==> config.mk <==
export PLATFORM = sky130hd
export DESIGN_NAME = wmv_queue
export DESIGN_NICKNAME = d
export VERILOG_FILES = /design/src/rtl/wmv_pkg.sv /design/src/rtl/wmv_queue.sv
export SDC_FILE = /design/constraint.sdc
export NUM_CORES = 1
export LEC_CHECK = 0
export BUFFER_PORTS_ARGS = -buffer_cell sky130_fd_sc_hd__buf_2
export CELL_PAD_IN_SITES_DETAIL_PLACEMENT = 1
export CELL_PAD_IN_SITES_GLOBAL_PLACEMENT = 1
export CORE_UTILIZATION = 46
export CTS_BUF_LIST = sky130_fd_sc_hd__clkbuf_16
export DETAILED_ROUTE_END_ITERATION = 12
export PLACE_DENSITY_LB_ADDON = 0.1
export SYNTH_ARGS = -nofsm -noshare
export SYNTH_HDL_FRONTEND = slang
export SYNTH_SLANG_ARGS = --single-unit
==> constraint.sdc <==
create_clock -name clk -period 6.6 [get_ports clk]
set_input_delay 0.66 -clock clk [delete_from_list [all_inputs] [get_ports clk]]
set_output_delay 0.66 -clock clk [all_outputs]
set_load 0.01 [all_outputs]
==> src/rtl/wmv_pkg.sv <==
// Shared types, widths and constants for the windowed mean and variance block.
package wmv_pkg;

  localparam int unsigned MAX_WINDOW       = 1048576;
  localparam int unsigned TOTAL_COUNT_BITS = 40;
  localparam int unsigned DEFAULT_WINDOW   = 44050;
  localparam int unsigned DEFAULT_EFF      =
    (DEFAULT_WINDOW > MAX_WINDOW) ? MAX_WINDOW : DEFAULT_WINDOW;

  localparam int CFG_W   = 21;
  localparam int SMP_W   = 16;
  localparam int IDX_W   = 32;
  localparam int SQA_W   = 31;
  localparam int CNT_W   = $clog2(MAX_WINDOW + 1);
  localparam int SUM_W   = SMP_W + CNT_W;
  localparam int SQ_W    = 30 + CNT_W;
  localparam int DEV_W   = 32 + CNT_W;
  localparam int TSUM_W  = 56;
  localparam int TCNT_W  = TOTAL_COUNT_BITS;
  localparam int PROD1_W = SMP_W + SUM_W;
  localparam int P3_W    = CNT_W + SQA_W;
  localparam int EXT_W   = PROD1_W + 2;
  localparam int DIV_W   = (DEV_W > TSUM_W) ? DEV_W : TSUM_W;
  localparam int DVS_W   = (CNT_W > TCNT_W) ? CNT_W : TCNT_W;
  localparam int DCNT_W  = $clog2(DIV_W);

  localparam int QDEPTH  = 4;
  localparam int QPTR_W  = $clog2(QDEPTH);
  localparam int QCNT_W  = $clog2(QDEPTH + 1);

  localparam logic [SQA_W-1:0]        SQ_CAP   = 31'h7FFF_FFFF;
  localparam logic signed [SMP_W-1:0] MEAN_MAX = 16'sh7FFF;
  localparam logic signed [SMP_W-1:0] MEAN_MIN = 16'sh8000;

  localparam logic KIND_WINDOW  = 1'b0;
  localparam logic KIND_SUMMARY = 1'b1;

  typedef struct packed {
    logic signed [SMP_W-1:0] sample;
    logic                    end_of_stream;
  } wmv_in_t;

  typedef struct packed {
    logic                    kind;
    logic [IDX_W-1:0]        window_number;
    logic signed [SMP_W-1:0] window_mean;
    logic [SQA_W-1:0]        window_sqavg;
    logic signed [SMP_W-1:0] stream_mean;
    logic signed [SMP_W-1:0] mean_min;
    logic signed [SMP_W-1:0] mean_max;
    logic [SQA_W-1:0]        sqavg_min;
    logic [SQA_W-1:0]        sqavg_max;
    logic                    last;
  } wmv_out_t;

  // One closed window, handed from the accumulator to the back end.
  typedef struct packed {
    logic                     eos;
    logic [CNT_W-1:0]         count;
    logic signed [SUM_W-1:0]  sum;
    logic [SQ_W-1:0]          sumsq;
    logic [IDX_W-1:0]         index;
    logic signed [TSUM_W-1:0] tsum;
    logic [TCNT_W-1:0]        tcnt;
  } wmv_job_t;

  typedef struct packed {
    logic             start;
    logic [DIV_W-1:0] dividend;
    logic [DVS_W-1:0] divisor;
  } wmv_div_req_t;

  typedef struct packed {
    logic             done;
    logic [DIV_W-1:0] quotient;
  } wmv_div_rsp_t;

endpackage

==> src/rtl/wmv_queue.sv <==
// Short queue of closed windows between the front and back ends.
module wmv_queue (
  input  logic              clk,
  input  logic              rst_n,
  input  logic              push,
  input  wmv_pkg::wmv_job_t push_job,
  output logic              full,
  input  logic              pop,
  output wmv_pkg::wmv_job_t head,
  output logic              empty
);

  wmv_pkg::wmv_job_t          entry_r [wmv_pkg::QDEPTH];
  logic [wmv_pkg::QPTR_W-1:0] wr_ptr_r;
  logic [wmv_pkg::QPTR_W-1:0] rd_ptr_r;
  logic [wmv_pkg::QCNT_W-1:0] count_r;

  assign full  = (count_r == wmv_pkg::QCNT_W'(wmv_pkg::QDEPTH));
  assign empty = (count_r == '0);
  assign head  = entry_r[rd_ptr_r];

  always_ff @(posedge clk) begin
    if (push) begin
      entry_r[wr_ptr_r] <= push_job;
    end
  end

  always_ff @(posedge clk) begin
    if (!rst_n) begin
      wr_ptr_r <= '0;
      rd_ptr_r <= '0;
      count_r  <= '0;
    end else begin
      if (push) begin
        wr_ptr_r <= (wr_ptr_r == wmv_pkg::QPTR_W'(wmv_pkg::QDEPTH-1)) ? '0 :
                    wr_ptr_r + wmv_pkg::QPTR_W'(1);
      end
      if (pop) begin
        rd_ptr_r <= (rd_ptr_r == wmv_pkg::QPTR_W'(wmv_pkg::QDEPTH-1)) ? '0 :
                    rd_ptr_r + wmv_pkg::QPTR_W'(1);
      end
      if (push && !pop) begin
        count_r <= count_r + wmv_pkg::QCNT_W'(1);
      end else if (pop && !push) begin
        count_r <= count_r - wmv_pkg::QCNT_W'(1);
      end
    end
  end

  assert property (@(posedge clk) disable iff (!rst_n) push |-> !full)
    else $error("queue written while full");
  assert property (@(posedge clk) disable iff (!rst_n) pop |-> !empty)
    else $error("queue read while empty");

endmodule

==> results of run 1 <==
## flip-flops by register name, summed over array words and instances (netlist names), named ones only
name and count:
entry_r 952, count_r 3, rd_ptr_r 2, wr_ptr_r 2
## power by group through the flow
stage | clock network [mW] | registers (mW) | logic (mW)
global route | 5.61 | 7.10 | 1.20
global placement | 0 | 7.19 | 1.14
floorplan | 0 | 7.20 | 0.672
finish | 5.28 | 7.07 | 1.12
detailed placement | 0 | 7.20 | 1.15
CTS | 5.42 | 7.08 | 1.16
## final timing paths
check,start,end,slack [ps],depth (start not counted)
setup / recovery,flop,head[178],3010,3
hold / removal,push_job[180],entry_r[1][180]$_DFFE_PP_,220,1
setup reg to reg,wr_ptr_r[0]$_SDFFE_PN0P_,entry_r[3][136]$_DFFE_PP_,3890,3
hold reg to reg,count_r[2]$_SDFFE_PN0P_,count_r[2]$_SDFFE_PN0P_,530,2
## cell usage in the layout (no fill, tap or decap), drive strengths merged, types with 2 or more instances in the layout
cell      Yosys  routed
edfxtp      952     952
buf          51     495
nor3          2       2
inv           4      29
dfxtp         9       9
bufinv        0       6
nor2b         5       5
and2          5       5
ha            6       6
mux4        238     238
mux2i         4       4
clkbuf        2     103
clkinvlp      0       5
diode         0      11
clkinv        0      38
## logic make-up (layout without fill, tap and decap cells)
| logic type | count (synthesis) | in the layout |
|---|---|---|
| AO/OA/AOI/OAI | 3 | 3 |
| multiplexers | 242 | 242 |
| AND/OR/NAND/NOR | 15 | 15 |
| adder cells (fa/ha/maj) | 7 | 7 |
| buffers and inverters | 57 | 676 |
| flip-flops | 961 | 961 |
| other | 0 | 11 |
| XOR/XNOR | 2 | 2 |
## per-layer routing
metal | wire [um] | part of all wire (%) | up-vias | GRT usage (%)
li1 | - | - | 6728 | -
met1 | 27980 | 38 | 8203 | 22.47
met2 | 39780 | 53 | 347 | 34.13
met3 | 4429 | 6.0 | 146 | 5.717
met4 | 2035 | 2.7 | 28 | 6.587
met5 | 184 | 0.25 | - | 0
## cell type report
type | instances | area share, %
multi-input cells | 269 | 13.62
clock inverters | 74 | 1.282
flip-flops and latches | 961 | 69.55
diodes | 11 | 0.06654
clock buffers | 103 | 6.230
well taps | 969 | 2.931
repair buffers | 495 | 6.285
inverters | 4 | 0.03629
==> metrics.cfg, run 1 <==
[setup_path]
worstPathMaxFanout = 94
worst_ep_required_time_ps = 5940
timing.critical_path.from_type = flop
critical_path_class = reg2out
max_stage_delay_cell_worst_path = sky130_fd_sc_hd__dfxtp_4
crit_path_max_incr_delay_ps = 720
critPathTopFamily = buffers and inverters
timing.critical_path.to_type = primary output
crit_path_cell_trace = buf_12 > mux4_2 > buf_2
cp_num_buf_inv = 2
worstPathArrival_ps = 2930

[sta]
final_critical_path_setup_slack_ps = 3010
post-route-period-util_pct = 54.40
fin_crit_ps = 3590
max-slew-margin-rel_pct = 26.78
tightest_slew_ps = 1098
timing_max_transition_violations_final = 0
fmax_mhz = 278.5
final.setup.tns_ps = 0
finalHoldViolations = 0
rsz_0062_raised_after_global_routing = no
worst_hold_slack_ps = 220.8
setup_viol = 0
fin_skew_ps = 32.82

[placed_design]
io_buffer_count = 481
placed_cells = 2698
dp_hpwl_um = 44490
global_placer_s_final_weighted_congestion = 0.7423
placement.cell_area_um2 = 38240
dp_worst_setup_slack_ps = 3561

[pwr]
intPower_mw = 10.53
largest_vdd_supply_drop_uv = 225.0
share_of_total_power_consumed_by_net_switching_pct = 21.79
switching_power_mw = 2.936
power_density_of_the_placed_cells_nw_per_um2 = 325.6
sequentialPowerShare_pct = 52.5
p_clk_share_pct = 39.2
totalPowerFinal_mw = 13.47
cellLeakagePower_nw = 13.84
p_comb_share_pct = 8.3

[route]
drtIter0Drc = 947
total_via_count_in_the_routed_design = 15452
finalWirelength_um = 74400
drt_drc_violations_left = 0
routed_vias_inst = 5.354
first_pass_iters = 4
antenna_violating_nets_post_route = 0
route.detailed.wl_per_inst_um = 25.78

[clocking]
htree_levels = 3
clock_network_latency_to_the_later_pin_of_the_worst_skew_pair_ps = 650
cts_root_buffer = sky130_fd_sc_hd__clkbuf_16
cts_tree = yes
ctsLongestPathBuffers = 3
clk_pin_slew_ps = 60
post_cts.repair.setup_buffers = 0
tritoncts.num_buffers = 100
post_cts_hold_buffer_count = 0
cts.repair.resized = 0
tritoncts_num_sinks = 961

[grt]
antenna_violations_before_repair = 26
grt_first_pass_wirelength_um = 109600
grt_overflow_total = 0
grtUsageTotal_pct = 19.34
grt_start_max_net_pins = 140
number_of_global_route_vias_before_repair = 17040

[synthesis]
yosys_most_used_dff = sky130_fd_sc_hd__edfxtp_1
syn_nets = 1536
count_of_flip_flops_with_a_built_in_enable_after_synthesis = 952
ys_top_cells_by_area = sky130_fd_sc_hd__edfxtp_1 82%, sky130_fd_sc_hd__mux4_2 15%, sky130_fd_sc_hd__buf_12 1.3%
async_set_or_reset_register_ratio_after_synthesis_pct = 0
synth_cell_types = 25
synth.yosys.seq_area_share_pct = 82.11
synth_xor_area_share_pct = 0.05000
yosys.area_share.adder_pct = 0.2714
synth_cells = 1287
avgSynthCellArea_um2 = 27.22
netlist.top_cell.by_area = sky130_fd_sc_hd__edfxtp_1
yosysMostFrequentCell = sky130_fd_sc_hd__edfxtp_1
synth-warning-count = 0
synth_top_area_share_pct = 81.59
area_fraction_in_compound_gates_after_synthesis_pct = 0.05714
synth-seq-cells = 961
synth_cell_count_leaders = 952 x sky130_fd_sc_hd__edfxtp_1, 238 x sky130_fd_sc_hd__mux4_2, 23 x sky130_fd_sc_hd__buf_2
multiplexer_share_of_the_synthesized_area_pct = 15.41
synth-simple-area-share_pct = 0.2571
dominant_combinational_cell_family_by_area_after_synthesis = multiplexers
syn-cell-area_um2 = 35040

[die]
core_area_um2 = 74950
ioPinCount = 482
dieArea_um2 = 77270
floorplan.die.height_um = 278.0
die_width_um = 278.0
start_util_pct = 46.75
std_cell_rows = 100

[layout]
post_route_cells_drive_above_1_share_pct = 45.75
regArea_um2 = 28780
area_delta_synth_final_pct = 18.08
num-fill-cells = 6433
nets = 2080
multi_input_area_um2 = 5633
instances_no_fill = 2886
final_design_area_no_fill_um2 = 41370
post-route-util_pct = 55.20

[job]
max_cap_viol_count = 0

[min_path]
worstHoldPathType = in2reg

[run_status]
outcome = completed

(Power assumes the default switching activity.)
==> run 2: changes to the inputs <==
Clock period 6.6 ns to 3.3 ns, I/O delays scaled along.
==> run 2 against run 1 <==
Register-to-register slack worse by 2600 ps. Total power grew 100%. First-iteration DRC count is 5.2% lower. Design area is 6.6% higher. Non-clock buffer count rose by 266. Worst setup slack worse by 2500 ps. Clock skew shrank 8.6 ps. Core utilization up 3.6 points. Critical path depth is the same. Sequential share of layout area fell by 4.3 points. Global-route usage grew 0.83 points. Largest cell class unchanged.
==> metrics.cfg, run 2 (synthesis gave the netlist of run 1 again) <==
[die]
std_cell_rows = 100
ioPinCount = 482
dieArea_um2 = 77270
die_width_um = 278.0
start_util_pct = 46.75
floorplan.die.height_um = 278.0
core_area_um2 = 74950

[placed_design]
global_placer_s_final_weighted_congestion = 0.7522
dp_hpwl_um = 47440
io_buffer_count = 481
placement.cell_area_um2 = 38690

[pwr]
largest_vdd_supply_drop_uv = 452.5
sequentialPowerShare_pct = 52.2
switching_power_mw = 5.952
p_comb_share_pct = 9.5
intPower_mw = 21.11
p_clk_share_pct = 38.3
cellLeakagePower_nw = 15.00
power_density_of_the_placed_cells_nw_per_um2 = 613.8
share_of_total_power_consumed_by_net_switching_pct = 21.99

[clocking]
cts_root_buffer = sky130_fd_sc_hd__clkbuf_16
ctsLongestPathBuffers = 3
htree_levels = 3
tritoncts_num_sinks = 961
clk_pin_slew_ps = 60
clock_network_latency_to_the_later_pin_of_the_worst_skew_pair_ps = 650
cts_tree = yes
post_cts.repair.setup_buffers = 0
tritoncts.num_buffers = 98

[sta]
max-slew-margin-rel_pct = 46.84
worst_hold_slack_ps = 70.10
finalHoldViolations = 0
post-route-period-util_pct = 83.80
fmax_mhz = 361.6
fin_skew_ps = 24.21
setup_viol = 0
fin_crit_ps = 2765
timing_max_transition_violations_final = 0
tightest_slew_ps = 797.4
rsz_0062_raised_after_global_routing = no
final.setup.tns_ps = 0

[setup_path]
worst_ep_required_time_ps = 2970
timing.critical_path.from_type = flop
timing.critical_path.to_type = primary output
worstPathArrival_ps = 2440
worstPathMaxFanout = 56
critical_path_class = reg2out

[grt]
grt_first_pass_wirelength_um = 116200
grt_overflow_total = 0
grtUsageTotal_pct = 20.16
number_of_global_route_vias_before_repair = 18298
grt_start_max_net_pins = 87
antenna_violations_before_repair = 8

[route]
first_pass_iters = 4
drt_drc_violations_left = 0
finalWirelength_um = 77180
antenna_violating_nets_post_route = 0
route.detailed.wl_per_inst_um = 24.59
total_via_count_in_the_routed_design = 16460
routed_vias_inst = 5.244
drtIter0Drc = 898

[layout]
number_of_flip_flops_in_the_largest_register = 952
layout_commonest_cell = sky130_fd_sc_hd__edfxtp_1
num-fill-cells = 6322
area_delta_synth_final_pct = 25.86
top_registers = entry_r x952, count_r x3
post-route-util_pct = 58.83
final_design_area_no_fill_um2 = 44090
top_register = entry_r
nets = 2344
final_cell_mix = 952 x sky130_fd_sc_hd__edfxtp_1, 481 x sky130_fd_sc_hd__buf_2, 239 x sky130_fd_sc_hd__dlygate4sd3_1
post_route_cells_drive_above_1_share_pct = 41.39

[min_path]
worstHoldPathType = in2reg

[run_status]
outcome = completed

[job]
max_cap_viol_count = 0

run 2: stage by stage:
stage / total power [mW] / setup slack, ps / instances
5_1_grt: 27.95 / 376.2 / 3139
3_3_place_gp: 16.73 / 1130 / 2725
3_5_place_dp: 16.79 / 1117 / 2725
2_1_floorplan: 15.70 / 636.9 / 1287
4_1_cts: 27.42 / 422.2 / 3136
6_report: 27.06 / 534.5 / 3139
run 2: area by class of cell:
class                   count  area, um^2  share of cell area, %
repair buffers            761        5445                  12.35
clock buffers             101        2527                  5.732
well taps                 969        1212                  2.750
diodes                      3       7.507                0.01703
flip-flops and latches    961       28780                  65.26
clock inverters            71       479.2                  1.087
inverters                   4       15.01                0.03405
multi-input cells         269        5633                  12.77
run 2: critical path, stage by stage, from the launching register on:
cell	delay, ps
sky130_fd_sc_hd__dfxtp_4	550
sky130_fd_sc_hd__buf_12	440
sky130_fd_sc_hd__mux4_2	600
sky130_fd_sc_hd__buf_2	170
run 2: timing repair:
action,CTS,global route
hold buffers,239,0
endpoints found under the setup margin,0,0
resized for setup,0,0
endpoints found under the hold margin,961,0
run 2: metal layers:
metal  global-route usage (%)  wire, um  part of all wire (%)
met3                    4.525      4065                   5.3
met5                        0        72                 0.093
met1                    24.74     30230                    39
met2                    35.99     41540                    54
met4                    5.327      1273                   1.6
run 2: worst paths after layout:
| check | start | end | slack [ps] | cells after the start |
|---|---|---|---|---|
| max | flop | head[130] | 530 | 3 |
| min | pop | rd_ptr_r[1]$_SDFFE_PN0P_ | 70 | 3 |
| max reg2reg | wr_ptr_r[0]$_SDFFE_PN0P_ | entry_r[2][115]$_DFFE_PP_ | 1290 | 4 |
| min reg2reg | count_r[2]$_SDFFE_PN0P_ | count_r[2]$_SDFFE_PN0P_ | 530 | 2 |
run 2: power by group through the flow:
stage	Sequential [mW]	Clock [mW]	Combinational [mW]
6_report	14.1	10.4	2.57
5_1_grt	14.2	11.0	2.76
4_1_cts	14.1	10.6	2.65
3_5_place_dp	14.4	0	2.39
3_3_place_gp	14.4	0	2.37
2_1_floorplan	14.4	0	1.35
