$ cat config.mk
export PLATFORM = sky130hd
export DESIGN_NAME = wmv_div
export DESIGN_NICKNAME = d
export VERILOG_FILES = /design/src/rtl/wmv_pkg.sv /design/src/rtl/wmv_div.sv
export SDC_FILE = /design/constraint.sdc
export NUM_CORES = 1
export LEC_CHECK = 0
export BUFFER_PORTS_ARGS = -buffer_cell sky130_fd_sc_hd__buf_2
export CORE_UTILIZATION = 40
export DETAILED_ROUTE_END_ITERATION = 6
export GPL_ROUTABILITY_DRIVEN = 1
export PLACE_DENSITY = 0.62
export SETUP_SLACK_MARGIN = 0.05
export SLEW_MARGIN = 10
export SYNTH_ARGS = -nofsm -noshare
export SYNTH_HDL_FRONTEND = slang
export SYNTH_SLANG_ARGS = --single-unit
export TNS_END_PERCENT = 50
$ cat constraint.sdc
create_clock -name clk -period 4 [get_ports clk]
set_clock_uncertainty 0.1 [all_clocks]
set_input_delay 0.2 -clock clk [delete_from_list [all_inputs] [get_ports clk]]
set_output_delay 0.2 -clock clk [all_outputs]
set_load 0.02 [all_outputs]
$ cat src/rtl/wmv_pkg.sv
// Shared types, widths and constants for the windowed mean and variance block.
package wmv_pkg;

  localparam int unsigned MAX_WINDOW       = 1048576;
  localparam int unsigned TOTAL_COUNT_BITS = 40;
  localparam int unsigned DEFAULT_WINDOW   = 44050;
  localparam int unsigned DEFAULT_EFF      =
    (DEFAULT_WINDOW > MAX_WINDOW) ? MAX_WINDOW : DEFAULT_WINDOW;

  localparam int CFG_W   = 21;
  localparam int SMP_W   = 16;
  localparam int IDX_W   = 32;
  localparam int SQA_W   = 31;
  localparam int CNT_W   = $clog2(MAX_WINDOW + 1);
  localparam int SUM_W   = SMP_W + CNT_W;
  localparam int SQ_W    = 30 + CNT_W;
  localparam int DEV_W   = 32 + CNT_W;
  localparam int TSUM_W  = 56;
  localparam int TCNT_W  = TOTAL_COUNT_BITS;
  localparam int PROD1_W = SMP_W + SUM_W;
  localparam int P3_W    = CNT_W + SQA_W;
  localparam int EXT_W   = PROD1_W + 2;
  localparam int DIV_W   = (DEV_W > TSUM_W) ? DEV_W : TSUM_W;
  localparam int DVS_W   = (CNT_W > TCNT_W) ? CNT_W : TCNT_W;
  localparam int DCNT_W  = $clog2(DIV_W);

  localparam int QDEPTH  = 4;
  localparam int QPTR_W  = $clog2(QDEPTH);
  localparam int QCNT_W  = $clog2(QDEPTH + 1);

  localparam logic [SQA_W-1:0]        SQ_CAP   = 31'h7FFF_FFFF;
  localparam logic signed [SMP_W-1:0] MEAN_MAX = 16'sh7FFF;
  localparam logic signed [SMP_W-1:0] MEAN_MIN = 16'sh8000;

  localparam logic KIND_WINDOW  = 1'b0;
  localparam logic KIND_SUMMARY = 1'b1;

  typedef struct packed {
    logic signed [SMP_W-1:0] sample;
    logic                    end_of_stream;
  } wmv_in_t;

  typedef struct packed {
    logic                    kind;
    logic [IDX_W-1:0]        window_number;
    logic signed [SMP_W-1:0] window_mean;
    logic [SQA_W-1:0]        window_sqavg;
    logic signed [SMP_W-1:0] stream_mean;
    logic signed [SMP_W-1:0] mean_min;
    logic signed [SMP_W-1:0] mean_max;
    logic [SQA_W-1:0]        sqavg_min;
    logic [SQA_W-1:0]        sqavg_max;
    logic                    last;
  } wmv_out_t;

  // One closed window, handed from the accumulator to the back end.
  typedef struct packed {
    logic                     eos;
    logic [CNT_W-1:0]         count;
    logic signed [SUM_W-1:0]  sum;
    logic [SQ_W-1:0]          sumsq;
    logic [IDX_W-1:0]         index;
    logic signed [TSUM_W-1:0] tsum;
    logic [TCNT_W-1:0]        tcnt;
  } wmv_job_t;

  typedef struct packed {
    logic             start;
    logic [DIV_W-1:0] dividend;
    logic [DVS_W-1:0] divisor;
  } wmv_div_req_t;

  typedef struct packed {
    logic             done;
    logic [DIV_W-1:0] quotient;
  } wmv_div_rsp_t;

endpackage

$ cat src/rtl/wmv_div.sv
// Restoring unsigned divider, one quotient bit per cycle.
module wmv_div (
  input  logic                  clk,
  input  logic                  rst_n,
  input  wmv_pkg::wmv_div_req_t req,
  output wmv_pkg::wmv_div_rsp_t rsp
);

  logic [wmv_pkg::DIV_W-1:0]  quo_r;
  logic [wmv_pkg::DVS_W-1:0]  rem_r;
  logic [wmv_pkg::DVS_W-1:0]  dvs_r;
  logic [wmv_pkg::DCNT_W-1:0] cnt_r;
  logic                       busy_r;
  logic                       done_r;

  logic [wmv_pkg::DVS_W:0]    shifted;
  logic [wmv_pkg::DVS_W:0]    diff;
  logic                       fits;

  assign shifted = {rem_r, quo_r[wmv_pkg::DIV_W-1]};
  assign diff    = shifted - {1'b0, dvs_r};
  assign fits    = (shifted >= {1'b0, dvs_r});

  assign rsp.done     = done_r;
  assign rsp.quotient = quo_r;

  always_ff @(posedge clk) begin
    if (req.start) begin
      quo_r <= req.dividend;
      rem_r <= '0;
      dvs_r <= req.divisor;
      cnt_r <= wmv_pkg::DCNT_W'(wmv_pkg::DIV_W - 1);
    end else if (busy_r) begin
      quo_r <= {quo_r[wmv_pkg::DIV_W-2:0], fits};
      rem_r <= fits ? diff[wmv_pkg::DVS_W-1:0] : shifted[wmv_pkg::DVS_W-1:0];
      cnt_r <= cnt_r - wmv_pkg::DCNT_W'(1);
    end
  end

  always_ff @(posedge clk) begin
    if (!rst_n) begin
      busy_r <= 1'b0;
      done_r <= 1'b0;
    end else begin
      done_r <= busy_r && (cnt_r == '0);
      if (req.start) begin
        busy_r <= 1'b1;
      end else if (busy_r && (cnt_r == '0)) begin
        busy_r <= 1'b0;
      end
    end
  end

endmodule

==> qor.yml, run 1 <==
yosys:
  synth_area_sq_um: 8267
  synth_area_leaders: "edfxtp_1 35%, dfxtp_1 12%, mux2_2 7.6%, ha_1 6.2%, nand2_1 4.4%"
  ys_ff_latch: 144
  synth_top_area_cell: "edfxtp_1"
  syn_area_per_cell_sq_um: 10.21
  yosys-top-cells-count: "97 x nand2_1, 96 x edfxtp_1, 64 x nor2_1"
  synth_top_area_frac: 0.3487
  synthCells: 810
  synth_edf_count: 96
  synth.distinct_cells: 71
  synth.most_common_cell: "nand2_1"
  syn-num-nets: 951
  ys_async_sr_fraction: 0
  ys.flop_type: "edfxtp_1"
  seq_area_frac_synth: 0.4650
  yosysWarnings: 0
final_layout:
  nFillCells: 1763
  final_cells: 1327
  drive_above_1_share: 0.2592
  final_cell_area_sq_um: 10790
  area_growth_pct: 30.56
  antenna_cells: 0
  final_nets: 1185
hold_path:
  hp-class: "input pin to flip-flop"
  holdPathEnd: "cnt_r[2]$_SDFFE_PP1P_"
  worstHoldPathCells: 3
  min_from: "req[96]"
cts:
  cts_buffers: 17
  cts_root_buf: "clkbuf_16"
  cts_tree: "built"
  clkLatencyLatePin_ns: 0.44
  clk_pin_slew_ns: 0.07
  clock_path_buffers: 2
  htreeDepth: 4
  cts_num_sinks: 144
global_route:
  grt_remaining_overflow: 0
  grt_pass1_wl_mm: 34.64
  antenna_found_initial: 0
  grt_max_degree: 78
  grt_pass1_vias: 7041
  grtUsageTotal: 0.2028
timing:
  max_slew_margin: 0.3531
  setup_violations: 0
  layout_min_cycle_time_ns: 3.285
  finalCritPeriodShare: 0.8212
  rsz0062_at_grt: "no"
  slew_violations: 0
  totalNegativeSetupSlack_ns: 0
  hold_violations: 0
  tightest_slew_ns: 0.9703
  fin_ws_ns: 0.7153
  hold_slack_ns: 0.1054
  max_freq_mhz: 304.4
pwr:
  total_leakage_power_nw: 4.549
  vdd_drop_max_v: 0.0002870
  powerDensity_nw_per_um2: 427.2
floorplan:
  io_pins: 156
  dieArea_sq_um: 21250
  die_y_microns: 145.8
  start_util: 0.4085
  rows: 52
  placeableCoreArea_sq_um: 20230
  die_w_microns: 145.8
worst_setup_path:
  endpoint_kind: "flip-flop"
  arrival_ns: 3.52
  start_kind: "flip-flop"
  cp-startpoint: "quo_r[55]$_DFFE_PP_"
  rr_startpoint: "quo_r[55]$_DFFE_PP_"
  crit_fanout: 4
  rrSetupSlack_ns: 0.72
  worst-setup-path-type: "flip-flop to flip-flop"
  r2r_end: "rem_r[26]$_SDFFE_PP0P_"
  r2r_cells: 12
  required_ns: 4.24
placed_design:
  place_inst: 1198
  dpl-instance-area_sq_um: 9215
  gp_routability_congestion: 0.8423
  io_buffers: 155
  dp_slack_ns: 0.7735
  dpl.hpwl_mm: 14.04
routing:
  ant_nets: 0
  drc: 0
  wl_per_cell_microns: 15.79
  num_vias: 6891
  viasPerCell: 5.193
  drtPass1Iterations: 5
  drt-initial-drc-count: 397
  totalWireLength_mm: 20.96
outcome:
  status: "finished, final reports clean"
job:
  maxCapViolations: 0
## worst max-delay path, stage by stage, from the launching register on
cell and delay (ns):
edfxtp_1 0.37, inv_1 0.06, ha_1 0.23, fa_1 0.40, nand2b_1 0.20, a21oi_1 0.34
o221ai_1 0.27, o211ai_1 0.35, nand4_1 0.19, o21ai_1 0.19, xor2_1 0.16, nand2_1 0.07
a311oi_1 0.24
## worst max-delay path by stage
stage	depth (start not counted)	end
floorplan	12	rem_r[32]$_SDFFE_PP0P_
global placement	12	rem_r[2]$_SDFFE_PP0P_
detailed placement	12	rem_r[26]$_SDFFE_PP0P_
CTS	12	rem_r[26]$_SDFFE_PP0P_
global route	12	rem_r[26]$_SDFFE_PP0P_
finish	12	rem_r[26]$_SDFFE_PP0P_
## report_power, final
group	switching, mW	leakage [nW]	internal (mW)
Clock	0.784	0.298	0.853
Combinational	0.667	2.90	0.485
Sequential	0.0773	1.35	1.74
## layout make-up
cell class	instances	area (sq um)	area share
Multi-Input combinational cell	566	3980	0.3688
Clock inverter	15	181.4	0.01681
Timing Repair Buffer	262	1824	0.1690
Sequential cell	144	3845	0.3562
Tap cell	270	337.8	0.03130
Clock buffer	17	425.4	0.03942
Inverter	53	198.9	0.01843
## through the flow
stage	power, mW	utilization
floorplan	2.635	-
finish	4.611	0.5334
global route	4.835	0.5334
CTS	4.644	0.5334
detailed placement	2.917	0.4554
global placement	2.911	0.4554
## registers in the layout, summed over array words and instances, names as in the netlist
register / count
quo_r: 56
dvs_r: 40
cnt_r: 6
done_r: 1
busy_r: 1
rem_r: 40
## placed cells by master, fill, tap and decap left out, types with 7 or more instances in the layout
cell type and n:
a211oi_1 9, a21o_1 19, a21oi_1 52, a311oi_1 24, buf_2 154, buf_4 11
clkbuf_16 17, dfxtp_1 47, dlygate4sd3_1 97, edfxtp_1 96, ha_1 41, inv_1 51
inv_8 8, mux2_2 56, nand2_1 96, nand3_1 12, nand4_1 14, nor2_1 64
nor2b_1 7, nor3_1 8, o211ai_1 7, o21ai_0 35, xnor2_1 12, xor2_1 18
## kinds of logic after synthesis
group / after synthesis / synth area share
compound gates: 201 / 0.1727
flops: 144 / 0.4650
mux: 63 / 0.08491
simple gates: 230 / 0.1273
fa+ha+maj: 42 / 0.06448
xor+xnor: 30 / 0.03178
buf+inv: 100 / 0.05388
## per-layer routing
metal | vias to the layer above | GRT usage | wire length, microns
met4 | 0 | 0.06842 | 346
met1 | 3241 | 0.2623 | 9656
met3 | 30 | 0.05266 | 1198
met2 | 192 | 0.3287 | 9753
met5 | - | 0 | 0
li1 | 3428 | - | -
## repair_timing
action                                  in CTS  in global routing
hold endpoints to repair                    98                  0
endpoints found under the setup margin       0                  0
setup buffers                                0                  0
hold buffers                                97                  0
resized for setup                            0                  0
(Power assumes the default switching activity.)
==> run 2: changes to the inputs <==
--- a/config.mk
+++ b/config.mk
@@ -9,7 +9,7 @@
 export CORE_UTILIZATION = 40
 export DETAILED_ROUTE_END_ITERATION = 6
 export GPL_ROUTABILITY_DRIVEN = 1
-export PLACE_DENSITY = 0.62
+export PLACE_DENSITY = 0.64
 export SETUP_SLACK_MARGIN = 0.05
 export SLEW_MARGIN = 10
 export SYNTH_ARGS = -nofsm -noshare
==> constraint.sdc (replaced) <==
create_clock -name clk -period 3 [get_ports clk]
set_clock_uncertainty 0.1 [all_clocks]
set_input_delay 0.15 -clock clk [delete_from_list [all_inputs] [get_ports clk]]
set_output_delay 0.15 -clock clk [all_outputs]
set_load 0.02 [all_outputs]
==> run 2 against run 1 <==
Total power rose by 40%. Non-clock buffer count rose by 66. First-iteration DRC count rose by 10%. Sequential power rose by 34%. Cell count rose by 5.0%. Die area did not move. Global-route usage rose by 0.97 points. Maximum frequency rose by 11%. Clock power rose by 32%. Sequential share of layout area fell by 2.6 points. Via count rose by 5.1%.
==> qor.yml, run 2 (same netlist as run 1, synthesis figures left out) <==
outcome:
  status: "finished, final reports clean"
global_route:
  grt_max_degree: 84  # +7.7%
  met1_usage: 0.2680  # +0.005700
  grt_use_met3: 0.05423  # +0.001567
  grt_pass1_wl_mm: 36.09  # +4.2%
  use_met2: 0.3522  # +0.02344
  busiest_layer: "met2"
  grt_remaining_overflow: 0  # unchanged
  antenna_found_initial: 0  # unchanged
  grt_pass1_vias: 7260  # +3.1%
  grtUsageTotal: 0.2125  # +0.009686
worst_setup_path:
  r2r_end: "rem_r[38]$_SDFFE_PP0P_"
  cp-startpoint: "dvs_r[5]$_DFFE_PP_"
  rrSetupSlack_ns: 0.05  # -0.67 ns
  rr_startpoint: "dvs_r[5]$_DFFE_PP_"
  endpoint_kind: "flip-flop"
  r2r_cells: 12  # unchanged
  crit_chain: "inv_2 > ha_4 > a21o_1 > a211o_1 > o221a_4 > o31ai_4 > o31ai_4 > buf_12 > a31o_4 > a211o_1 > a21boi_2 > a2111oi_2"
  start_kind: "flip-flop"
  crit_buf_inv: 2  # +1
  crit_slowest_cell: "edfxtp_1"
  arrival_ns: 3.12  # -0.40 ns
  worst-setup-path-type: "flip-flop to flip-flop"
  crit_fanout: 5  # +1
  critPathMaxStageDelay_ns: 0.38  # -0.02 ns
  path_delay_family: "compound AO/OA/AOI/OAI gates"
  crit_end: "rem_r[38]$_SDFFE_PP0P_"
  critical_path_cell_count: 12  # unchanged
  required_ns: 3.16  # -1.08 ns
floorplan:
  io_pins: 156  # unchanged
  die_w_microns: 145.8  # unchanged
  die_y_microns: 145.8  # unchanged
  rows: 52  # unchanged
  dieArea_sq_um: 21250  # unchanged
  placeableCoreArea_sq_um: 20230  # unchanged
  start_util: 0.4085  # unchanged
routing:
  drtPass1Iterations: 7  # +2
  wl_per_cell_microns: 16.18  # +2.5%
  totalWireLength_mm: 22.54  # +7.6%
  drc: 0  # unchanged
  viasPerCell: 5.200  # +0.14%
  ant_nets: 0  # unchanged
  num_vias: 7244  # +5.1%
  drt-initial-drc-count: 437  # +10%
final_layout:
  antenna_cells: 0  # unchanged
  final_cell_mix: "154 x buf_2, 97 x dlygate4sd3_1, 96 x edfxtp_1"
  final_common_cell: "buf_2"
  top_regs: "quo_r x56, dvs_r x40, rem_r x40"
  top_register: "quo_r"
  area_growth_pct: 41.02
  largest_reg_flops: 56  # unchanged
  final_nets: 1251  # +5.6%
  drive_above_1_share: 0.3446  # +0.08539
  final_cell_area_sq_um: 11660  # +8.0%
timing:
  max_slew_margin: 0.4952  # +0.1421
  layout_min_cycle_time_ns: 2.954  # -0.3308 ns
  rsz0062_at_grt: "yes"
  slew_violations: 0  # unchanged
  max_freq_mhz: 338.5  # +11%
  totalNegativeSetupSlack_ns: 0  # unchanged
  tightest_slew_ns: 0.7571  # -0.2132 ns
  finalCritPeriodShare: 0.9846  # +0.1635
  setup_violations: 0  # unchanged
  hold_violations: 0  # unchanged
pwr:
  p_sw_frac: 0.3215  # -0.009789
  clockPowerShare: 0.335  # -0.020
  intPower_mw: 4.380  # +42%
  total_leakage_power_nw: 4.913  # +8.0%
  combPwrFrac: 0.287  # +0.037
  vdd_drop_max_v: 0.0003751  # +31%
  p_switching_mw: 2.075  # +36%
  powerDensity_nw_per_um2: 553.8  # +30%
  seqPwrFrac: 0.378  # -0.017
placed_design:
  dpl.hpwl_mm: 15.00  # +6.9%
  gp_routability_congestion: 0.8678  # +3.0%
  dpl-instance-area_sq_um: 9658  # +4.8%
  io_buffers: 155  # unchanged
cts:
  cts_root_buf: "clkbuf_16"
  cts_num_sinks: 144  # unchanged
  clkLatencyLatePin_ns: 0.43  # about the same
  cts_tree: "built"
  htreeDepth: 4  # unchanged
  clk_pin_slew_ns: 0.07  # about the same
  cts_buffers: 17  # unchanged
  clock_path_buffers: 2  # unchanged
hold_path:
  hp-class: "input pin to flip-flop"
job:
  maxCapViolations: 0  # unchanged
[run 2: final cells by class]
cell class	count	area [sq um]
repair buffers	328	2427
inverters	53	198.9
fillers	1719	8577
well taps	270	337.8
clock inverters	15	167.7
multi-input cells	566	4255
flip-flops and latches	144	3845
clock buffers	17	425.4
[run 2: worst min-delay path by stage]
stage                       start  cells past startpoint                  end  slack [ns]
final                     req[96]                      1  dvs_r[13]$_DFFE_PP_        0.07
after global placement    req[34]                      1  dvs_r[34]$_DFFE_PP_        0.23
after floorplan            req[0]                      0   dvs_r[0]$_DFFE_PP_        0.15
after global routing      req[96]                      1  dvs_r[12]$_DFFE_PP_        0.08
after CTS                 req[96]                      1  dvs_r[12]$_DFFE_PP_        0.07
after detailed placement  req[29]                      1  dvs_r[29]$_DFFE_PP_        0.23
[run 2: power by group through the flow]
stage	combinational [mW]	sequential (mW)	clock [mW]
global route	2.02	2.46	2.29
floorplan	0.960	2.55	0
CTS	1.72	2.43	2.22
finish	1.85	2.44	2.17
global placement	1.59	2.46	0
detailed placement	1.59	2.47	0
[run 2: worst reg2reg max path: stages, from the launching register on]
cell and delay (ns):
edfxtp_1 0.38, inv_2 0.08, ha_4 0.22, a21o_1 0.18, a211o_1 0.27, o221a_4 0.26, o31ai_4 0.31, o31ai_4 0.11
buf_12 0.15, a31o_4 0.22, a211o_1 0.30, a21boi_2 0.16, a2111oi_2 0.07
[run 2: per-layer routing]
| metal | vias up | part of all wire | wire (microns) |
|---|---|---|---|
| li1 | 3565 | - | - |
| met1 | 3412 | 0.45 | 10060 |
| met2 | 232 | 0.47 | 10630 |
| met3 | 35 | 0.061 | 1381 |
| met4 | 0 | 0.020 | 461 |
| met5 | - | 0 | 0 |
[run 2: stage by stage]
stage,instances,setup WS (ns),total power [mW],util,hold slack (ns)
after floorplan,810,0.06162,3.514,-,0.1489
after global placement,1247,0.02052,4.050,0.4773,0.2276
after detailed placement,1247,-0.1103,4.060,0.4773,0.2282
after CTS,1378,0.01041,6.363,0.5571,0.07240
after global routing,1393,-0.01749,6.765,0.5761,0.07555
final,1393,0.04610,6.455,0.5761,0.07496
[run 2: repair_timing]
action,4_1_cts,5_1_grt
hold buffers,97,0
gates resized for setup,5,56
buffers inserted,2,14
setup endpoints to repair,9,37
hold endpoints to repair,98,0
pin swaps,5,29
gates cloned,0,1
