<file path="src/rtl/wmv_pkg.sv">
// Shared types, widths and constants for the windowed mean and variance block.
package wmv_pkg;

  localparam int unsigned MAX_WINDOW       = 1048576;
  localparam int unsigned TOTAL_COUNT_BITS = 40;
  localparam int unsigned DEFAULT_WINDOW   = 44050;
  localparam int unsigned DEFAULT_EFF      =
    (DEFAULT_WINDOW > MAX_WINDOW) ? MAX_WINDOW : DEFAULT_WINDOW;

  localparam int CFG_W   = 21;
  localparam int SMP_W   = 16;
  localparam int IDX_W   = 32;
  localparam int SQA_W   = 31;
  localparam int CNT_W   = $clog2(MAX_WINDOW + 1);
  localparam int SUM_W   = SMP_W + CNT_W;
  localparam int SQ_W    = 30 + CNT_W;
  localparam int DEV_W   = 32 + CNT_W;
  localparam int TSUM_W  = 56;
  localparam int TCNT_W  = TOTAL_COUNT_BITS;
  localparam int PROD1_W = SMP_W + SUM_W;
  localparam int P3_W    = CNT_W + SQA_W;
  localparam int EXT_W   = PROD1_W + 2;
  localparam int DIV_W   = (DEV_W > TSUM_W) ? DEV_W : TSUM_W;
  localparam int DVS_W   = (CNT_W > TCNT_W) ? CNT_W : TCNT_W;
  localparam int DCNT_W  = $clog2(DIV_W);

  localparam int QDEPTH  = 4;
  localparam int QPTR_W  = $clog2(QDEPTH);
  localparam int QCNT_W  = $clog2(QDEPTH + 1);

  localparam logic [SQA_W-1:0]        SQ_CAP   = 31'h7FFF_FFFF;
  localparam logic signed [SMP_W-1:0] MEAN_MAX = 16'sh7FFF;
  localparam logic signed [SMP_W-1:0] MEAN_MIN = 16'sh8000;

  localparam logic KIND_WINDOW  = 1'b0;
  localparam logic KIND_SUMMARY = 1'b1;

  typedef struct packed {
    logic signed [SMP_W-1:0] sample;
    logic                    end_of_stream;
  } wmv_in_t;

  typedef struct packed {
    logic                    kind;
    logic [IDX_W-1:0]        window_number;
    logic signed [SMP_W-1:0] window_mean;
    logic [SQA_W-1:0]        window_sqavg;
    logic signed [SMP_W-1:0] stream_mean;
    logic signed [SMP_W-1:0] mean_min;
    logic signed [SMP_W-1:0] mean_max;
    logic [SQA_W-1:0]        sqavg_min;
    logic [SQA_W-1:0]        sqavg_max;
    logic                    last;
  } wmv_out_t;

  // One closed window, handed from the accumulator to the back end.
  typedef struct packed {
    logic                     eos;
    logic [CNT_W-1:0]         count;
    logic signed [SUM_W-1:0]  sum;
    logic [SQ_W-1:0]          sumsq;
    logic [IDX_W-1:0]         index;
    logic signed [TSUM_W-1:0] tsum;
    logic [TCNT_W-1:0]        tcnt;
  } wmv_job_t;

  typedef struct packed {
    logic             start;
    logic [DIV_W-1:0] dividend;
    logic [DVS_W-1:0] divisor;
  } wmv_div_req_t;

  typedef struct packed {
    logic             done;
    logic [DIV_W-1:0] quotient;
  } wmv_div_rsp_t;

endpackage

</file>
<file path="src/rtl/wmv_front.sv">
// Front end: window size register, running sums and window close detection.
module wmv_front (
  input  logic                         clk,
  input  logic                         rst_n,
  input  logic                         cfg_valid,
  output logic                         cfg_ready,
  input  logic [wmv_pkg::CFG_W-1:0]    cfg_data,
  input  logic                         in_valid,
  output logic                         in_ready,
  input  wmv_pkg::wmv_in_t             in_data,
  output logic                         push,
  output wmv_pkg::wmv_job_t            push_job,
  input  logic                         q_full
);

  logic [wmv_pkg::CFG_W-1:0]         window_size_r;
  logic signed [wmv_pkg::SUM_W-1:0]  win_sum_r, win_sum_nxt;
  logic [wmv_pkg::SQ_W-1:0]          win_sumsq_r, win_sumsq_nxt;
  logic [wmv_pkg::CNT_W-1:0]         win_count_r, win_count_nxt;
  logic [wmv_pkg::IDX_W-1:0]         win_index_r;
  logic signed [wmv_pkg::TSUM_W-1:0] total_sum_r, total_sum_nxt;
  logic [wmv_pkg::TCNT_W-1:0]        total_count_r, total_count_nxt;

  logic [31:0]                       ws_ext;
  logic [wmv_pkg::CNT_W-1:0]         eff_size;
  logic signed [31:0]                sq_full;
  logic signed [wmv_pkg::TSUM_W:0]   tsum_ext;
  logic                              accept;
  logic                              close;

  assign cfg_ready = 1'b1;
  assign in_ready  = !q_full;
  assign accept    = in_valid && in_ready;

  assign ws_ext   = 32'(window_size_r);
  assign eff_size = (ws_ext == 32'd0) ? wmv_pkg::CNT_W'(wmv_pkg::DEFAULT_EFF) :
                    (ws_ext > 32'(wmv_pkg::MAX_WINDOW)) ?
                    wmv_pkg::CNT_W'(wmv_pkg::MAX_WINDOW) : wmv_pkg::CNT_W'(ws_ext);

  assign sq_full = 32'(in_data.sample) * 32'(in_data.sample);

  assign win_sum_nxt   = win_sum_r + wmv_pkg::SUM_W'(in_data.sample);
  assign win_sumsq_nxt = win_sumsq_r + wmv_pkg::SQ_W'(sq_full[30:0]);
  assign win_count_nxt = win_count_r + wmv_pkg::CNT_W'(1);

  // saturate the stream sum: top two bits disagree on overflow
  assign tsum_ext = (wmv_pkg::TSUM_W+1)'(total_sum_r) + (wmv_pkg::TSUM_W+1)'(in_data.sample);
  always_comb begin
    if (tsum_ext[wmv_pkg::TSUM_W] != tsum_ext[wmv_pkg::TSUM_W-1]) begin
      total_sum_nxt = tsum_ext[wmv_pkg::TSUM_W] ?
        {1'b1, {(wmv_pkg::TSUM_W-1){1'b0}}} : {1'b0, {(wmv_pkg::TSUM_W-1){1'b1}}};
    end else begin
      total_sum_nxt = tsum_ext[wmv_pkg::TSUM_W-1:0];
    end
  end

  assign total_count_nxt = (&total_count_r) ? total_count_r :
                           total_count_r + wmv_pkg::TCNT_W'(1);

  assign close = (win_count_nxt >= eff_size) || in_data.end_of_stream;
  assign push  = accept && close;

  always_comb begin
    push_job       = '0;
    push_job.eos   = in_data.end_of_stream;
    push_job.count = win_count_nxt;
    push_job.sum   = win_sum_nxt;
    push_job.sumsq = win_sumsq_nxt;
    push_job.index = win_index_r;
    push_job.tsum  = total_sum_nxt;
    push_job.tcnt  = total_count_nxt;
  end

  always_ff @(posedge clk) begin
    if (!rst_n) begin
      window_size_r <= wmv_pkg::CFG_W'(wmv_pkg::DEFAULT_WINDOW);
    end else if (cfg_valid) begin
      window_size_r <= cfg_data;
    end
  end

  always_ff @(posedge clk) begin
    if (!rst_n) begin
      win_sum_r     <= '0;
      win_sumsq_r   <= '0;
      win_count_r   <= '0;
      win_index_r   <= '0;
      total_sum_r   <= '0;
      total_count_r <= '0;
    end else if (accept) begin
      if (in_data.end_of_stream) begin
        win_sum_r     <= '0;
        win_sumsq_r   <= '0;
        win_count_r   <= '0;
        win_index_r   <= '0;
        total_sum_r   <= '0;
        total_count_r <= '0;
      end else if (close) begin
        win_sum_r     <= '0;
        win_sumsq_r   <= '0;
        win_count_r   <= '0;
        win_index_r   <= win_index_r + wmv_pkg::IDX_W'(1);
        total_sum_r   <= total_sum_nxt;
        total_count_r <= total_count_nxt;
      end else begin
        win_sum_r     <= win_sum_nxt;
        win_sumsq_r   <= win_sumsq_nxt;
        win_count_r   <= win_count_nxt;
        total_sum_r   <= total_sum_nxt;
        total_count_r <= total_count_nxt;
      end
    end
  end

endmodule

</file>
<file path="config.mk">
export PLATFORM = sky130hd
export DESIGN_NAME = wmv_front
export DESIGN_NICKNAME = d
export VERILOG_FILES = /design/src/rtl/wmv_pkg.sv /design/src/rtl/wmv_front.sv
export SDC_FILE = /design/constraint.sdc
export NUM_CORES = 1
export LEC_CHECK = 0
export ABC_AREA = 1
export BUFFER_PORTS_ARGS = -buffer_cell sky130_fd_sc_hd__buf_2
export CAP_MARGIN = 20
export CORE_ASPECT_RATIO = 0.5
export CORE_MARGIN = 5
export CORE_UTILIZATION = 50
export DETAILED_ROUTE_END_ITERATION = 6
export PLACE_DENSITY = 0.79
export REMOVE_ABC_BUFFERS = 1
export SYNTH_ARGS = -nofsm -noshare
export SYNTH_HDL_FRONTEND = slang
export SYNTH_SLANG_ARGS = --single-unit
</file>
<file path="constraint.sdc">
create_clock -name clk -period 27.4 [get_ports clk]
set_clock_uncertainty 0.2 [all_clocks]
set_input_delay 5.48 -clock clk [delete_from_list [all_inputs] [get_ports clk]]
set_output_delay 5.48 -clock clk [all_outputs]
set_load 0.005 [all_outputs]
</file>
==> out/qor.yml, run 1 <==
rsz0062_at_grt: "false"
core_area_mm2: 0.0627
dr_total_vias: 31600
clock_sinks: 258
area_delta_synth_final_pct: 9.63
synth_warnings: 0
synth_edf_count: 0
cts_buffer_depth: 3
fin_crit_sh: 0.730
cp.arrival_ps: 14310
first_pass_iters: 6
clkLatencyLatePin_ps: 640
hp-class: "reg -> reg"
wl_per_cell_um: 16.9
grt_max_degree: 96
slew_headroom: 0.316
die_h_um: 188
clk_pin_slew_ps: 60
dpl-instance-area_mm2: 0.0334
ys.flop_type: "dfxtp_1"
cp.required_ps: 21720
track_usage: 0.285
initialDrtViolationCount: 2288
crit_top_cell: "fa_1"
ys_types: 55
synth_cells: 4850
path_class: "in -> out"
setup_viol: 0
final_util: 0.551
first_global_vias: 30800
max-cap-violations: 0
maxSlewViolCount: 0
tns_ps: 0
outcome: "complete, no violations"
ys_ff_latch: 258
die_area_mm2: 0.0685
min_period_ps: 19990
ant_nets: 0
htreeDepth: 1
stdcell_area_mm2: 0.0346
routed_wl_mm: 99.6
endpoint_kind: "primary output"
io_pins: 284
cp_slowest_cell: "fa_1"
fmax_mhz: 50.0
grt_pass1_wl_mm: 160
ys_seq_area_frac: 0.164
cpLargestDelayFamily: "adder cells"
portBuffers: 282
cts_resized: 0
max_stage_delay_ps: 800
nets: 5546
start_util: 0.503
viasPerCell: 5.35
clockRootBuffer: "clkbuf_16"
drive_above_1_share: 0.0981
cts_buffers: 28
globalRouteOverflowTotal: 0
start_kind: "input pin"
post-dp-hpwl_mm: 80.2
hold_viol: 0
cts_tree: "done"
syn-cell-area_mm2: 0.0315
die_w_um: 365
drc_errors: 0
tightestPinTransition_ps: 1030
fp-row-count: 65
async_flop_share: 0
cts_setup_buffers: 0
cp_max_fo: 56
syn_area_per_cell_um2: 6.50
place_congestion: 0.993
antenna_found_initial: 1
holdBufCountCts: 0
crit_buf_inv: 8
[stage by stage]
step	worst slack, ps	cells	hold WS (ps)
after detailed placement	7470	5843	262
after CTS	7430	5895	271
after floorplan	9810	4712	246
after global placement	7610	5843	255
final	7410	5896	267
after global routing	6750	5896	278
[tightest hold or removal path, delay by kind of cell (launching register included)]
kind / cells / cell delay [ps]
AND/OR/NAND/NOR: 1 / 60
AO/OA/AOI/OAI: 1 / 50
flip-flops: 1 / 310
[synthesized netlist by cell type (9+ instances only)]
master / number / area share
fa_1: 229 / 0.15
dfxtp_1: 258 / 0.16
a21o_1: 17 / 0.0040
clkbuf_1: 108 / 0.013
o21ai_0: 132 / 0.021
xor2_1: 154 / 0.043
nor4_1: 41 / 0.0081
or2_2: 9 / 0.0018
a21oi_1: 408 / 0.065
nor2_1: 393 / 0.047
nor2_2: 9 / 0.0018
ha_1: 238 / 0.094
a31oi_1: 15 / 0.0030
inv_1: 779 / 0.093
nand4_1: 71 / 0.014
nor3_1: 65 / 0.010
xnor2_1: 72 / 0.020
o21bai_1: 21 / 0.0050
inv_2: 9 / 0.0011
nand2_2: 83 / 0.016
nand2_1: 1460 / 0.17
nand3_1: 164 / 0.026
buf_2: 9 / 0.0014
a21oi_2: 24 / 0.0067
[layout by cell type, fill, tap and decap left out, drive strengths merged, types with 41 or more instances in the layout]
cell type | netlist | layout
buf | 29 | 294
nand2 | 1545 | 1545
nor4 | 41 | 41
ha | 238 | 238
dfxtp | 258 | 258
nand3 | 166 | 166
inv | 788 | 791
xor2 | 154 | 154
xnor2 | 72 | 72
nor2 | 404 | 404
nand4 | 71 | 71
nor3 | 66 | 66
a21oi | 432 | 432
o21ai | 135 | 135
fa | 229 | 229
[routing by layer]
metal / vias to the layer above / track usage / wire length, µm
met2: 1056 / 0.486 / 46500
li1: 15600 / - / -
met3: 197 / 0.0367 / 6320
met1: 14800 / 0.375 / 42900
met5: - / 0 / 0
met4: 0 / 0.0961 / 3980
[state kept, by name, indices dropped and copies added, names as in the netlist]
signal and count:
win_index_r 32, total_count_r 40, win_count_r 21, win_sumsq_r 51, win_sum_r 37, total_sum_r 56
window_size_r 21
[final timing paths]
path | cells after the start | startpoint | slack (ps) | to
worst min-delay path | 2 | win_sum_r[20]$_SDFFE_PN0P_ | 270 | win_sum_r[20]$_SDFFE_PN0P_
worst max register to register | 17 | win_count_r[0]$_SDFFE_PN0P_ | 22400 | win_sum_r[29]$_SDFFE_PN0P_
worst max-delay path | 30 | in_data[16] | 7410 | push_job[171]
worst min register to register | 2 | win_sum_r[20]$_SDFFE_PN0P_ | 270 | win_sum_r[20]$_SDFFE_PN0P_
[cells by family (layout without fill, tap and decap cells)]
family / after synthesis / after routing / share of synthesized area
flops: 258 / 258 / 0.164
other cells: 1 / 2 / 0.000119
xor+xnor: 226 / 226 / 0.0628
simple gates: 2322 / 2322 / 0.306
mux: 1 / 1 / 0.000318
buf+inv: 927 / 1135 / 0.115
compound gates: 648 / 648 / 0.112
fa+ha+maj: 467 / 467 / 0.240
[layout make-up]
type	instances	area [µm²]
Antenna cell	1	2.50
Clock buffer	33	759
Clock inverter	19	350
Fill cell	6186	28100
Inverter	789	2970
Multi-Input combinational cell	3665	22800
Sequential cell	258	5160
Tap cell	837	1050
Timing Repair Buffer	294	1500
Power of run 1 is left out: the tool's default activity adds up to more than one toggle a clock period on the data nets, which glitch-free logic cannot reach.
==> run 2, diff against run 1 <==
- ABC_AREA: 1 -> 0
- clock period: 27.4 -> 18.9 ns (I/O delays scaled with it)
==> out/qor.yml, run 2 <==
reg2regPathDepth: 23  # +6
tightestPinTransition_ps: 1070  # +39.7 ps
nets: 4103  # -26%
start_util: 0.508  # +0.00574
setup_viol: 0  # unchanged
wl_per_cell_um: 18.7  # +11%
die_h_um: 176  # -6.3%
fin_crit_sh: 0.872
cts_buffer_depth: 3  # unchanged
clk_pin_slew_ps: 70  # about the same
use_met2: 0.440  # -0.0452
hold_viol: 0  # unchanged
die_w_um: 342  # -6.4%
first_pass_iters: 6  # unchanged
ys.flop_type: "dfxtp_1"
first_global_vias: 24400  # -21%
synth.most_common_cell: "inv_1"
track_usage: 0.258  # -0.0266
cp_slowest_cell: "a2111oi_0"
io_pins: 284  # unchanged
hp-class: "reg -> reg"
fmax_mhz: 60.7
synth_edf_count: 0  # unchanged
max_stage_delay_ps: 580  # -220 ps
clkLatencyLatePin_ps: 610  # -30 ps
antenna_found_initial: 2  # +1
max-cap-violations: 0  # unchanged
place_congestion: 0.977  # -1.7%
worstReg2RegStart: "win_count_r[0]$_SDFFE_PN0P_"
dpl-instance-area_mm2: 0.0293  # -12%
globalRouteOverflowTotal: 0  # unchanged
holdBufCountCts: 0  # unchanged
async_flop_share: 0  # unchanged
cts_setup_buffers: 0  # unchanged
synth_commonest_cells: "inv_1 (379), a21oi_1 (287), nand2_1 (276)"
rsz0062_at_grt: "false"
ant_nets: 0  # unchanged
clockRootBuffer: "clkbuf_16"
use_met3: 0.0255  # -0.0111
post-dp-hpwl_mm: 61.9  # -23%
cts_resized: 0  # unchanged
ys_ff_latch: 258  # unchanged
hp-start: "win_sum_r[0]$_SDFFE_PN0P_"
cp.arrival_ps: 12510  # -1800 ps
path_class: "in -> out"
grt_util_met1: 0.330  # -0.0449
min_period_ps: 16490
r2r-end: "win_sumsq_r[38]$_SDFFE_PN0P_"
outcome: "complete, no violations"
tns_ps: 0  # unchanged
core_area_mm2: 0.0541  # -14%
die_area_mm2: 0.0600  # -12%
clock_sinks: 258  # unchanged
slew_headroom: 0.287  # -0.0288
maxSlewViolCount: 0  # unchanged
portBuffers: 282  # unchanged
ys_types: 84  # +53%
synth_top_area_share: 0.188  # +0.0141
cp_max_fo: 19  # -66%
stdcell_area_mm2: 0.0303  # -12%
rrSetupSlack_ps: 12050  # -10350 ps
regMostFlops: "total_sum_r"
largest_reg_flops: 56  # unchanged
crit_top_cell: "fa_1"
cts_tree: "done"
holdPathEnd: "win_sum_r[0]$_SDFFE_PN0P_"
cp.required_ps: 14920  # -6800 ps
syn-cell-area_mm2: 0.0275  # -13%
dr_total_vias: 25300  # -20%
fill_cells: 4936  # -20%
viasPerCell: 5.83  # +9.0%
endpoint_kind: "primary output"
drc_errors: 0  # unchanged
initialDrtViolationCount: 1820  # -20%
grt.busiest_layer: "met2"
layout_common_cells: "inv_1 (379), a21oi_1 (287), buf_2 (281)"
top_regs: "total_sum_r x56, win_sumsq_r x51, total_count_r x40"
routed_wl_mm: 81.0  # -19%
min_path_cells: 2  # unchanged
ys_seq_area_frac: 0.188  # +0.0241
synth_warnings: 0  # unchanged
syn_area_per_cell_um2: 8.02  # +23%
start_kind: "input pin"
htreeDepth: 1  # unchanged
area_delta_synth_final_pct: 10.3
fp-row-count: 60  # -7.7%
drive_above_1_share: 0.108  # +0.0101
yosysTopAreaCell: "dfxtp_1"
synth_cells: 3425  # -29%
grt_pass1_wl_mm: 128  # -20%
grt_max_degree: 67  # -30%
cts_buffers: 28  # unchanged
synthTopCellsByArea: "dfxtp_1 (19%), fa_1 (17%), ha_1 (11%)"
final_common_cell: "inv_1"
run 2: layer usage:
layer  share of wire  vias up  routed length (µm)
li1                -    12000                   -
met1            0.41    12200               33200
met2            0.47      868               38400
met3           0.056      240                4510
met4           0.061        0                4910
met5               0        -                   0
run 2: kinds of logic (layout without fill, tap and decap cells):
| logic type | count (synthesis) | after routing | share of synthesized area |
|---|---|---|---|
| AO/OA/AOI/OAI | 873 | 873 | 0.195 |
| XOR/XNOR | 265 | 265 | 0.0845 |
| adder cells (fa/ha/maj) | 467 | 467 | 0.275 |
| buffers and inverters | 542 | 732 | 0.0764 |
| flip-flops | 258 | 258 | 0.188 |
| multiplexers | 23 | 23 | 0.00847 |
| other | 1 | 3 | 0.000136 |
| AND/OR/NAND/NOR | 996 | 996 | 0.173 |
run 2: layout make-up:
type	count	area [µm²]	share of cell area
Clock buffer	41	840	0.0277
Timing Repair Buffer	299	1580	0.0522
Sequential cell	258	5160	0.170
Tap cell	713	892	0.0294
Multi-Input combinational cell	2625	20300	0.669
Clock inverter	11	119	0.00392
Inverter	381	1430	0.0473
Antenna cell	2	5.00	0.000165
run 2: how the worst max path moves through the flow:
stage | from | cells after the start | end | slack [ps]
after CTS | in_data[2] | 35 | push_job[175] | 2500
final | in_data[2] | 35 | push_job[175] | 2410
after floorplan | in_data[2] | 33 | push_job[175] | 3860
after global placement | in_data[2] | 35 | push_job[177] | 2720
after detailed placement | in_data[2] | 35 | push_job[175] | 2500
after global routing | in_data[2] | 35 | push_job[175] | 1720
run 2: stage by stage:
step | hold slack [ps] | setup slack (ps) | cells | utilization
2_1_floorplan | 229 | 3860 | 3264 | -
3_3_place_gp | 239 | 2720 | 4273 | 0.542
3_5_place_dp | 250 | 2500 | 4273 | 0.542
4_1_cts | 259 | 2500 | 4325 | 0.559
5_1_grt | 268 | 1720 | 4330 | 0.561
6_report | 257 | 2410 | 4330 | 0.561
run 2: worst max-delay path: cells and delay by family:
family	cells	cell delay, ps
buffers and inverters	7	1020
AND/OR/NAND/NOR	6	1030
adder cells (fa/ha/maj)	8	3680
XOR/XNOR	2	310
AO/OA/AOI/OAI	12	2660
Power of run 2 is left out for the same reason.
